File: src/hw/rtl/rotenc_pkg.sv
`timescale 1ns / 1ps
`default_nettype none

package rotenc_pkg;

    // Data path width of the counts and of the Q16.16 output.
    localparam int unsigned DATA_W = 32;

    // Width of the configuration register index.
    localparam int unsigned CFG_IDX_W = 2;

    // Item opcodes.
    localparam logic OP_SCAN   = 1'b0;
    localparam logic OP_UPDATE = 1'b1;

    // Configuration register indexes.
    localparam logic [CFG_IDX_W-1:0] CFG_STEP = 2'd0;
    localparam logic [CFG_IDX_W-1:0] CFG_MIN  = 2'd1;
    localparam logic [CFG_IDX_W-1:0] CFG_MAX  = 2'd2;

    // Configuration reset values.
    localparam logic signed [DATA_W-1:0] STEP_RESET = 32'sd65536;
    localparam logic signed [DATA_W-1:0] MIN_RESET  = 32'sd0;
    localparam logic signed [DATA_W-1:0] MAX_RESET  = 32'sh7FFF_FFFF;

    // Low-pass filter coefficient is 2^-LP_SHIFT.
    localparam int unsigned LP_SHIFT = 3;

    // Snapshot of the tracking state after one item, passed to the scaler.
    typedef struct packed {
        logic                     op;
        logic signed [DATA_W-1:0] count;
        logic signed [DATA_W-1:0] lowpass;
    } t_track;

endpackage

`default_nettype wire

File: src/hw/rtl/rotenc_track.sv
`timescale 1ns / 1ps
`default_nettype none

module rotenc_track (
    input  wire logic                 i_clk,
    input  wire logic                 i_rst_n,
    input  wire logic                 i_valid,
    output logic                      o_stall,
    input  wire logic                 i_opcode,
    input  wire logic                 i_pin_level_a,
    input  wire logic                 i_pin_level_b,
    output logic                      o_valid,
    input  wire logic                 i_stall,
    output rotenc_pkg::t_track        o_item
);

    logic [1:0] r_prev;
    logic [1:0] n_prev;
    logic [1:0] r_filt;
    logic [1:0] n_filt;
    logic [1:0] raw;
    logic signed [rotenc_pkg::DATA_W-1:0] r_count;
    logic signed [rotenc_pkg::DATA_W-1:0] n_count;
    logic signed [rotenc_pkg::DATA_W-1:0] r_lowpass;
    logic signed [rotenc_pkg::DATA_W-1:0] n_lowpass;
    logic signed [rotenc_pkg::DATA_W-1:0] diff;
    logic                                 r_vld;
    logic                                 n_vld;
    logic                                 accept;
    rotenc_pkg::t_track                   r_item;

    assign o_stall = r_vld && i_stall;
    assign accept  = i_valid && !o_stall;
    assign n_vld   = accept || (r_vld && i_stall);

    // Pins are active low; A lands in bit 1, B in bit 0.
    assign raw  = {~i_pin_level_a, ~i_pin_level_b};
    assign diff = r_count - r_lowpass;

    always_comb begin
        n_prev    = r_prev;
        n_filt    = r_filt;
        n_count   = r_count;
        n_lowpass = r_lowpass;
        if (i_opcode == rotenc_pkg::OP_UPDATE) begin
            n_lowpass = r_lowpass + (diff >>> rotenc_pkg::LP_SHIFT);
        end else begin
            // A bit flips only when the last two raw samples agree on it.
            n_prev = raw;
            n_filt = (r_filt & (r_prev | raw)) | (r_prev & raw);
            if ((n_filt != r_filt) && n_filt[0]) begin
                n_count = n_filt[1] ? (r_count + 32'sd1) : (r_count - 32'sd1);
            end
        end
    end

    always_ff @(posedge i_clk) begin
        if (!i_rst_n) begin
            r_prev    <= '0;
            r_filt    <= '0;
            r_count   <= '0;
            r_lowpass <= '0;
            r_vld     <= 1'b0;
        end else begin
            r_vld <= n_vld;
            if (accept) begin
                r_prev    <= n_prev;
                r_filt    <= n_filt;
                r_count   <= n_count;
                r_lowpass <= n_lowpass;
            end
        end
    end

    always_ff @(posedge i_clk) begin
        if (accept) begin
            r_item.op      <= i_opcode;
            r_item.count   <= n_count;
            r_item.lowpass <= n_lowpass;
        end
    end

    assign o_valid = r_vld;
    assign o_item  = r_item;

    a_update_keeps_count: assert property (@(posedge i_clk) disable iff (!i_rst_n)
        (accept && (i_opcode == rotenc_pkg::OP_UPDATE))
        |=> ($stable(r_count) && $stable(r_filt) && $stable(r_prev)))
        else $error("update transaction changed the encoder count or filter");

    a_idle_keeps_state: assert property (@(posedge i_clk) disable iff (!i_rst_n)
        !accept |=> ($stable(r_count) && $stable(r_lowpass)))
        else $error("tracking state changed without an accepted transaction");

endmodule

`default_nettype wire

File: src/hw/rtl/rotenc_scale.sv
`timescale 1ns / 1ps
`default_nettype none

module rotenc_scale (
    input  wire logic                                i_clk,
    input  wire logic                                i_rst_n,
    input  wire logic                                i_valid,
    output logic                                     o_stall,
    input  wire rotenc_pkg::t_track                  i_item,
    input  wire logic signed [rotenc_pkg::DATA_W-1:0] i_step,
    input  wire logic signed [rotenc_pkg::DATA_W-1:0] i_min,
    input  wire logic signed [rotenc_pkg::DATA_W-1:0] i_max,
    output logic                                     o_valid,
    input  wire logic                                i_stall,
    output logic signed [rotenc_pkg::DATA_W-1:0]     o_click_count,
    output logic signed [rotenc_pkg::DATA_W-1:0]     o_smoothed_count,
    output logic signed [rotenc_pkg::DATA_W-1:0]     o_scaled_value
);

    logic                                 r_s2_vld;
    logic                                 n_s2_vld;
    rotenc_pkg::t_track                   r_s2;
    logic signed [rotenc_pkg::DATA_W-1:0] r_s2_prod;
    logic signed [rotenc_pkg::DATA_W-1:0] n_prod;
    logic                                 r_o_vld;
    rotenc_pkg::t_track                   r_o_item;
    logic signed [rotenc_pkg::DATA_W-1:0] r_scaled;
    logic signed [rotenc_pkg::DATA_W-1:0] n_scaled;
    logic signed [rotenc_pkg::DATA_W-1:0] clamped;
    logic                                 adv3;
    logic                                 load2;
    logic                                 load3;

    assign adv3     = !r_o_vld || !i_stall;
    assign o_stall  = r_s2_vld && !adv3;
    assign load2    = i_valid && !o_stall;
    assign load3    = adv3 && r_s2_vld;
    assign n_s2_vld = load2 || (r_s2_vld && !adv3);

    // Only the low word of the product is kept.
    assign n_prod = rotenc_pkg::DATA_W'(i_item.lowpass * i_step);

    // Upper clamp first, then lower clamp, so the minimum wins on overlap.
    always_comb begin
        clamped = r_s2_prod;
        if (clamped > i_max) begin
            clamped = i_max;
        end
        if (clamped < i_min) begin
            clamped = i_min;
        end
        n_scaled = (r_s2.op == rotenc_pkg::OP_UPDATE) ? clamped : r_scaled;
    end

    always_ff @(posedge i_clk) begin
        if (!i_rst_n) begin
            r_s2_vld <= 1'b0;
            r_o_vld  <= 1'b0;
            r_scaled <= '0;
        end else begin
            r_s2_vld <= n_s2_vld;
            if (adv3) begin
                r_o_vld <= r_s2_vld;
            end
            if (load3) begin
                r_scaled <= n_scaled;
            end
        end
    end

    always_ff @(posedge i_clk) begin
        if (load2) begin
            r_s2      <= i_item;
            r_s2_prod <= n_prod;
        end
        if (load3) begin
            r_o_item <= r_s2;
        end
    end

    assign o_valid          = r_o_vld;
    assign o_click_count    = r_o_item.count;
    assign o_smoothed_count = r_o_item.lowpass;
    assign o_scaled_value   = r_scaled;

    a_scan_holds_output: assert property (@(posedge i_clk) disable iff (!i_rst_n)
        (load3 && (r_s2.op == rotenc_pkg::OP_SCAN)) |=> $stable(r_scaled))
        else $error("scan transaction changed the scaled output");

    a_update_above_min: assert property (@(posedge i_clk) disable iff (!i_rst_n)
        (load3 && (r_s2.op == rotenc_pkg::OP_UPDATE))
        |=> (r_scaled >= $signed($past(i_min))))
        else $error("scaled output fell below the lower clamp");

    a_stage_held: assert property (@(posedge i_clk) disable iff (!i_rst_n)
        (r_s2_vld && !adv3) |=> (r_s2_vld && $stable(r_s2_prod)))
        else $error("product stage lost or changed a stalled transaction");

endmodule

`default_nettype wire

File: src/hw/rtl/rotary_encoder_filtered_position.sv
`timescale 1ns / 1ps
`default_nettype none

// Rotary encoder front end with a smoothed, scaled position. Each accepted
// transaction is either a pin scan (opcode 0), which deglitches the two
// active-low encoder pins and steps the click count, or an update (opcode 1),
// which moves the smoothed count one eighth of the way toward the click count
// and rescales it by the Q16.16 step, clamped to [minimum, maximum] with the
// minimum winning if the two overlap. Every transaction returns exactly one
// result carrying the click count, smoothed count and last scaled value.
// A new transaction is taken every cycle while the result side does not stall;
// each transaction passes through the encoder and filter state update, the 32
// by 32 multiply and the clamp into the output register, with a register after
// each step. Configuration registers (0 step, 1 minimum, 2 maximum) are
// always ready and must be written only while no transaction is in flight;
// writes to index 3 are ignored.

module rotary_encoder_filtered_position (
    input  wire logic                                  i_clk,
    input  wire logic                                  i_rst_n,
    // Item input channel.
    input  wire logic                                  i_valid,
    output logic                                       o_stall,
    input  wire logic                                  i_opcode,
    input  wire logic                                  i_pin_level_a,
    input  wire logic                                  i_pin_level_b,
    // Result output channel.
    output logic                                       o_valid,
    input  wire logic                                  i_stall,
    output logic signed [rotenc_pkg::DATA_W-1:0]       o_click_count,
    output logic signed [rotenc_pkg::DATA_W-1:0]       o_smoothed_count,
    output logic signed [rotenc_pkg::DATA_W-1:0]       o_scaled_value,
    // Configuration write channel.
    input  wire logic                                  i_cfg_valid,
    output logic                                       o_cfg_ready,
    input  wire logic [rotenc_pkg::CFG_IDX_W-1:0]      i_cfg_index,
    input  wire logic signed [rotenc_pkg::DATA_W-1:0]  i_cfg_data
);

    logic signed [rotenc_pkg::DATA_W-1:0] r_step;
    logic signed [rotenc_pkg::DATA_W-1:0] r_min;
    logic signed [rotenc_pkg::DATA_W-1:0] r_max;
    logic                                 track_valid;
    logic                                 track_stall;
    rotenc_pkg::t_track                   track_item;

    // The register file never pushes back.
    assign o_cfg_ready = 1'b1;

    always_ff @(posedge i_clk) begin
        if (!i_rst_n) begin
            r_step <= rotenc_pkg::STEP_RESET;
            r_min  <= rotenc_pkg::MIN_RESET;
            r_max  <= rotenc_pkg::MAX_RESET;
        end else if (i_cfg_valid && o_cfg_ready) begin
            unique case (i_cfg_index)
                rotenc_pkg::CFG_STEP: r_step <= i_cfg_data;
                rotenc_pkg::CFG_MIN:  r_min  <= i_cfg_data;
                rotenc_pkg::CFG_MAX:  r_max  <= i_cfg_data;
                default: begin
                    // Unmapped index: the write is dropped.
                end
            endcase
        end
    end

    // Pin filter, click counter and low-pass state; registers a snapshot
    // of the state after each transaction.
    rotenc_track u_track (
        .i_clk         (i_clk),
        .i_rst_n       (i_rst_n),
        .i_valid       (i_valid),
        .o_stall       (o_stall),
        .i_opcode      (i_opcode),
        .i_pin_level_a (i_pin_level_a),
        .i_pin_level_b (i_pin_level_b),
        .o_valid       (track_valid),
        .i_stall       (track_stall),
        .o_item        (track_item)
    );

    // Multiply and clamp stages feeding the output register.
    rotenc_scale u_scale (
        .i_clk            (i_clk),
        .i_rst_n          (i_rst_n),
        .i_valid          (track_valid),
        .o_stall          (track_stall),
        .i_item           (track_item),
        .i_step           (r_step),
        .i_min            (r_min),
        .i_max            (r_max),
        .o_valid          (o_valid),
        .i_stall          (i_stall),
        .o_click_count    (o_click_count),
        .o_smoothed_count (o_smoothed_count),
        .o_scaled_value   (o_scaled_value)
    );

endmodule

`default_nettype wire

File: config.mk
export PLATFORM = sky130hd
export DESIGN_NAME = rotary_encoder_filtered_position
export DESIGN_NICKNAME = d
export VERILOG_FILES = /design/src/hw/rtl/rotenc_pkg.sv /design/src/hw/rtl/rotenc_track.sv /design/src/hw/rtl/rotenc_scale.sv /design/src/hw/rtl/rotary_encoder_filtered_position.sv
export SDC_FILE = /design/constraint.sdc
export NUM_CORES = 2
export LEC_CHECK = 0
export BUFFER_PORTS_ARGS = -buffer_cell sky130_fd_sc_hd__buf_2
export CAP_MARGIN = 20
export CORE_MARGIN = 2
export CORE_UTILIZATION = 45
export CTS_CLUSTER_SIZE = 12
export DETAILED_ROUTE_END_ITERATION = 16
export GPL_ROUTABILITY_DRIVEN = 0
export HOLD_SLACK_MARGIN = 0.08
export PLACE_DENSITY = 0.7
export SKIP_CTS_REPAIR_TIMING = 1
export SLEW_MARGIN = 15
export SYNTH_ARGS = -nofsm -noshare
export SYNTH_HDL_FRONTEND = slang
export SYNTH_HIERARCHICAL = 1
export SYNTH_SLANG_ARGS = --single-unit
File: constraint.sdc
create_clock -name i_clk -period 14.5 [get_ports i_clk]
set_input_delay 1.45 -clock i_clk [delete_from_list [all_inputs] [get_ports i_clk]]
set_output_delay 1.45 -clock i_clk [all_outputs]
set_load 0.01 [all_outputs]
# After elaboration in Yosys (flattened, before gate mapping)
# Cells that the tools add are included.
# classes
addsub,4
n_bitwise,7
reduce_logical,20
multipliers,1
eq_ne,3
mux,6
order_cmp,2
# op_table
cell,n
32-bit 2-to-1 mux,6
"32-bit by 2-bit adder with 32-bit output, second input constant",1
32-bit by 29-bit adder with 32-bit output,1
32-bit > comparator,1
32-bit less-than comparator,1
32-bit by 32-bit multiplier with 32-bit output,1
"32-bit by 2-bit subtractor with 32-bit output, second input constant",1
32-bit subtractor,1
2-bit AND reduction,5
1-bit logical AND,6
1-bit zero test,5
2-bit AND,2
2-bit bitwise OR,2
1-bit logical OR,3
1-bit NOT,3
"2-bit by 1-bit == test with 1-bit output, second input constant",1
"2-bit == test, second input constant",1
2-bit zero test,1
2-bit != test,1
# word_totals
wordCells,63
reg_bits,425
out_inout_bits,99
inputBits,42

# Longest topological paths before layout
# depth
depth_word,8
mapped_depth,28
mapped_depth_nobuf,26

# By module
# The synthesis kept the hierarchy.
# modules_own_cells
module,cells_each,area_per_inst_um2,instances,seq_area_each_um2
rotenc_scale,2442,24558.6,1,5515.3
rotenc_track,1133,9580.4,1,3333.2
rotary_encoder_filtered_position,393,4038.9,1,1921.8

# Worst setup path after synthesis
# OpenSTA, ideal clock, no wires.
# synth_path
kind,input to register
startpoint,input port i_stall
endpoint,register u_scale.r_scaled (netlist bit u_scale/o_scaled_value[10])
setup_ps,117
slack_ps,6924
t_arrival_ps,7459
n_path_buf,1
cell_stages,5
t_required_ps,14383
path_cell_list,a21boi_0 > a21oi_1 > clkbuf_1 > nand2_1 > o21ai_1
# synth_between
elab_chain_cells,4
# synth_rtl
item,line,source
"start, declared",rotary_encoder_filtered_position.sv:29,"input wire logic i_stall,"
1-bit zero test,rotenc_scale.sv:34,assign adv3 = !r_o_vld || !i_stall;
1-bit logical OR,rotenc_scale.sv:34,
1-bit logical AND,rotenc_scale.sv:37,assign load3 = adv3 && r_s2_vld;
2-bit AND reduction (no line),--,
"end signal, assigned",rotenc_scale.sv:66,r_scaled <= n_scaled;
"end, declared",rotenc_scale.sv:27,logic signed [rotenc_pkg::DATA_W-1:0] r_scaled;
# Every way passes these cells.
# A chain may end at the register's enable or synchronous reset.

# Worst setup path in the final report
# layout_path
startpoint,register r_step[2] (netlist bit)
endpoint,register u_scale/r_s2_prod[31] (netlist bit) (data pin)
# layout_between
elab_chain_cells,1
# layout_rtl
item,line,source
"start, declared",rotary_encoder_filtered_position.sv:40,logic signed [rotenc_pkg::DATA_W-1:0] r_step;
"start signal, assigned",rotary_encoder_filtered_position.sv:52,r_step <= rotenc_pkg::STEP_RESET;
"start signal, assigned",rotary_encoder_filtered_position.sv:57,rotenc_pkg::CFG_STEP: r_step <= i_cfg_data;
32-bit by 32-bit multiplier with 32-bit output,rotenc_scale.sv:41,assign n_prod = rotenc_pkg::DATA_W'(i_item.lowpass * i_step);
"named net u_scale.n_prod, one bit",rotenc_scale.sv:24,logic signed [rotenc_pkg::DATA_W-1:0] n_prod;
"end signal, assigned",rotenc_scale.sv:74,r_s2_prod <= n_prod;
"end, declared",rotenc_scale.sv:23,logic signed [rotenc_pkg::DATA_W-1:0] r_s2_prod;
# The timed path passes the listed nets, and every way through them passes these cells.

==> results.json <==
{
  "portBuffers": 139,
  "initial_core_util_pct": 45.55,
  "dr.pass1.iters": 5,
  "synthesis.nets": 4725,
  "syn_area_um2": 38180,
  "maxSlewHeadroom_pct": 31.80,
  "synth_top_cell_area_share_pct": 21.50,
  "grt_max_degree": 77,
  "avgRoutedWirePerCell_um": 17.65,
  "cts_max_level": 2,
  "cts_tree": "built",
  "grt_pass1_wl_um": 146900,
  "power_leakage_nw": 18.84,
  "dieArea_um2": 87180,
  "syn_to_final_growth_pct": 8.020,
  "powerDensity_nw_per_um2": 168.2,
  "globalRoute.totalOverflow": 0,
  "crit_path_top_delay_cell": "dfxtp_1",
  "fin_nets": 4763,
  "die_h_um": 295.3,
  "cp_cell_sequence": "nand2_1, fa_1, inv_1, fa_1, fa_1, inv_1, fa_1, inv_1, fa_1, inv_1, fa_1, fa_1, fa_1, inv_1, ha_1, a21oi_1, nand3_1, or3_4, a21oi_1, o21ai_1, a21o_1, a221o_1, xnor2_1",
  "die_x_um": 295.3,
  "antenna_found_initial": 2,
  "placed_cell_area_um2": 39680,
  "rsz0062_at_grt": "false",
  "io_pins": 141,
  "power.switching_mw": 3.065,
  "cts_buffers": 48,
  "synth_area_leaders": "fa_1 21%, edfxtp_1 18%, dfxtp_1 10%",
  "drt_wl_total_um": 91450,
  "finClkSkew_ns": 0.05677,
  "cts_max_path_buffers": 3,
  "yosysWarningCount": 6,
  "maxCapViolations": 0,
  "outcome": "finished clean",
  "clock_latency_ns": 0.64,
  "cpMostUsedCell": "fa_1",
  "arrival_ns": 8.08,
  "power_frac_clock_pct": 17.1,
  "synth_top_cell_by_area": "fa_1",
  "crit_path_max_fanout": 31,
  "syn_area_per_cell_um2": 9.621,
  "clk_pin_slew_ns": 0.06,
  "fin_area_um2": 41240,
  "drive_gt1_share_pct": 8.156,
  "p_int_mw": 3.871,
  "hold_viol_final": 0,
  "crit_family": "adder cells",
  "setup_viol": 0,
  "slew_violations": 0,
  "drt_iter0_drc": 1788,
  "synth-main-ff-cell": "edfxtp_1",
  "drcViolationCount": 0,
  "fin_tns_setup_ns": 0,
  "grt_usage_pct": 21.31,
  "vdd_drop_max_mv": 0.1805,
  "start_kind": "flop",
  "swShare_pct": 44.19,
  "required_ns": 14.83,
  "dp_hpwl_um": 69590,
  "post-route-period-util_pct": 53.42,
  "synthCells": 3968,
  "crit_path_max_incr_delay_ns": 0.94,
  "synthArstFlopShare_pct": 0,
  "cp_num_buf_inv": 5,
  "cp-end-kind": "flop",
  "cts_root_buf": "clkbuf_16",
  "clock-sinks": 425,
  "worstSetupPathType": "reg -> reg",
  "worst_hold_path_type": "reg -> reg",
  "nFillCells": 7797,
  "max_slew.worst_pin.slew_ns": 1.023,
  "clock.fmax_ghz": 0.1291,
  "synth-seq-area-share_pct": 28.21,
  "period_minus_slack_ns": 7.747,
  "routed_via_density": 5.211,
  "grt_pass1_vias": 27280,
  "ant_nets": 0,
  "synth-edff-count": 226,
  "power_frac_seq_pct": 26.6,
  "synth-seq-cells": 425,
  "ys_types": 83,
  "power_frac_comb_pct": 56.3,
  "vias": 27000,
  "num_rows": 106,
  "core_um2": 83820
}
cells in the mapped netlist, types with 30 or more instances:
library cell	n
a21o_1	72
edfxtp_1	226
clkbuf_1	141
fa_1	410
mux2_2	38
nor2_1	114
xor2_1	43
o21ai_1	82
a21oi_1	144
xnor2_1	121
and2_1	310
nor2b_1	56
nand3_1	32
nand2_1	561
mux2i_1	71
inv_1	610
o211ai_2	30
dfxtp_1	199
o21ai_0	83
nand4b_1	30
ha_1	305
placed cells by master, fill, tap and decap left out, types with 20 or more instances in the layout:
| master | count |
|---|---|
| buf_4 | 24 |
| o211ai_2 | 30 |
| nor2_1 | 113 |
| dfxtp_1 | 199 |
| nand4b_1 | 30 |
| fa_1 | 410 |
| mux2_2 | 38 |
| o21ai_0 | 83 |
| nand2_1 | 561 |
| nand3_1 | 32 |
| a21oi_1 | 143 |
| mux2i_1 | 71 |
| a21o_1 | 72 |
| o21a_1 | 22 |
| xor2_1 | 43 |
| and2_1 | 310 |
| buf_2 | 138 |
| nor2b_1 | 55 |
| edfxtp_1 | 226 |
| o21ai_1 | 82 |
| clkbuf_16 | 48 |
| ha_1 | 305 |
| nor3_1 | 29 |
| nand4_1 | 20 |
| xnor2_1 | 121 |
| inv_1 | 609 |
layout make-up:
type / count / area [um^2] / area share, %
multi-input combinational: 2755 / 24300 / 58.92
sequential: 425 / 10770 / 26.12
inverter: 611 / 2295 / 5.564
tap: 1134 / 1419 / 3.441
clock buffer: 64 / 1271 / 3.083
timing repair buffer: 165 / 924.6 / 2.242
clock inverter: 26 / 259.0 / 0.6280
antenna: 1 / 2.502 / 0.006068
power groups by stage:
stage / combinational [mW] / clock, mW / sequential, mW
detailed placement: 3.84 / 0 / 1.87
finish: 3.90 / 1.19 / 1.85
global route: 4.41 / 1.27 / 1.88
floorplan: 3.06 / 0 / 1.67
CTS: 3.88 / 1.22 / 1.84
global placement: 3.77 / 0 / 1.86
worst paths after layout:
kind	slack [ns]	from	depth (start not counted)	to
hold / removal	0.37	u_track/o_item[32]	0	u_scale/r_s2[32]
hold reg to reg	0.37	u_track/o_item[32]	0	u_scale/r_s2[32]
setup / recovery	6.75	r_step[2]	23	u_scale/r_s2_prod[31]
setup reg to reg	6.75	r_step[2]	23	u_scale/r_s2_prod[31]
metal layers:
| layer | up-vias | GRT usage (%) | routed length [um] |
|---|---|---|---|
| li1 | 12930 | - | - |
| met1 | 13280 | 29.21 | 41510 |
| met2 | 636 | 34.80 | 42260 |
| met3 | 153 | 3.000 | 4831 |
| met4 | 2 | 6.958 | 2849 |
| met5 | - | 0 | 11 |
state kept, by name, summed over array words and instances, names as in the netlist:
name	count
u_track/o_valid	1
u_scale/o_click_count	32
u_scale/r_s2_vld	1
u_track/r_prev	2
u_scale/r_s2	65
u_scale/o_scaled_value	32
u_scale/o_smoothed_count	32
u_track/r_count	32
u_scale/r_s2_prod	32
u_track/r_filt	2
u_scale/o_valid	1
u_track/o_item	65
u_track/r_lowpass	32
r_min	32
r_max	32
r_step	32
per-stage QoR:
stage / cells / setup WS [ns] / util (%) / power, mW / hold WS [ns]
5_1_grt: 5180 / 6.286 / 49.20 / 7.551 / 0.3593
6_report: 5181 / 6.753 / 49.20 / 6.935 / 0.3685
2_1_floorplan: 3968 / 6.924 / - / 4.730 / 0.4003
3_5_place_dp: 5089 / 6.776 / 47.34 / 5.706 / 0.4045
3_3_place_gp: 5088 / 6.863 / 47.32 / 5.630 / 0.4017
4_1_cts: 5179 / 6.709 / 49.16 / 6.937 / 0.3651
cells by family (layout without fill, tap and decap cells):
logic type	count (synthesis)	count (layout)	synth area share, %
AOI/OAI and AO/OA	553	553	9.635
xor gates and xnor gates	164	164	3.762
adders and majority gates	715	715	31.49
buffers and inverters	788	866	8.229
DFF	425	425	28.21
muxes	109	109	2.982
other	1	2	0.009822
and+or+nand+nor	1213	1213	15.68
Power figures use the tool's default switching activity.
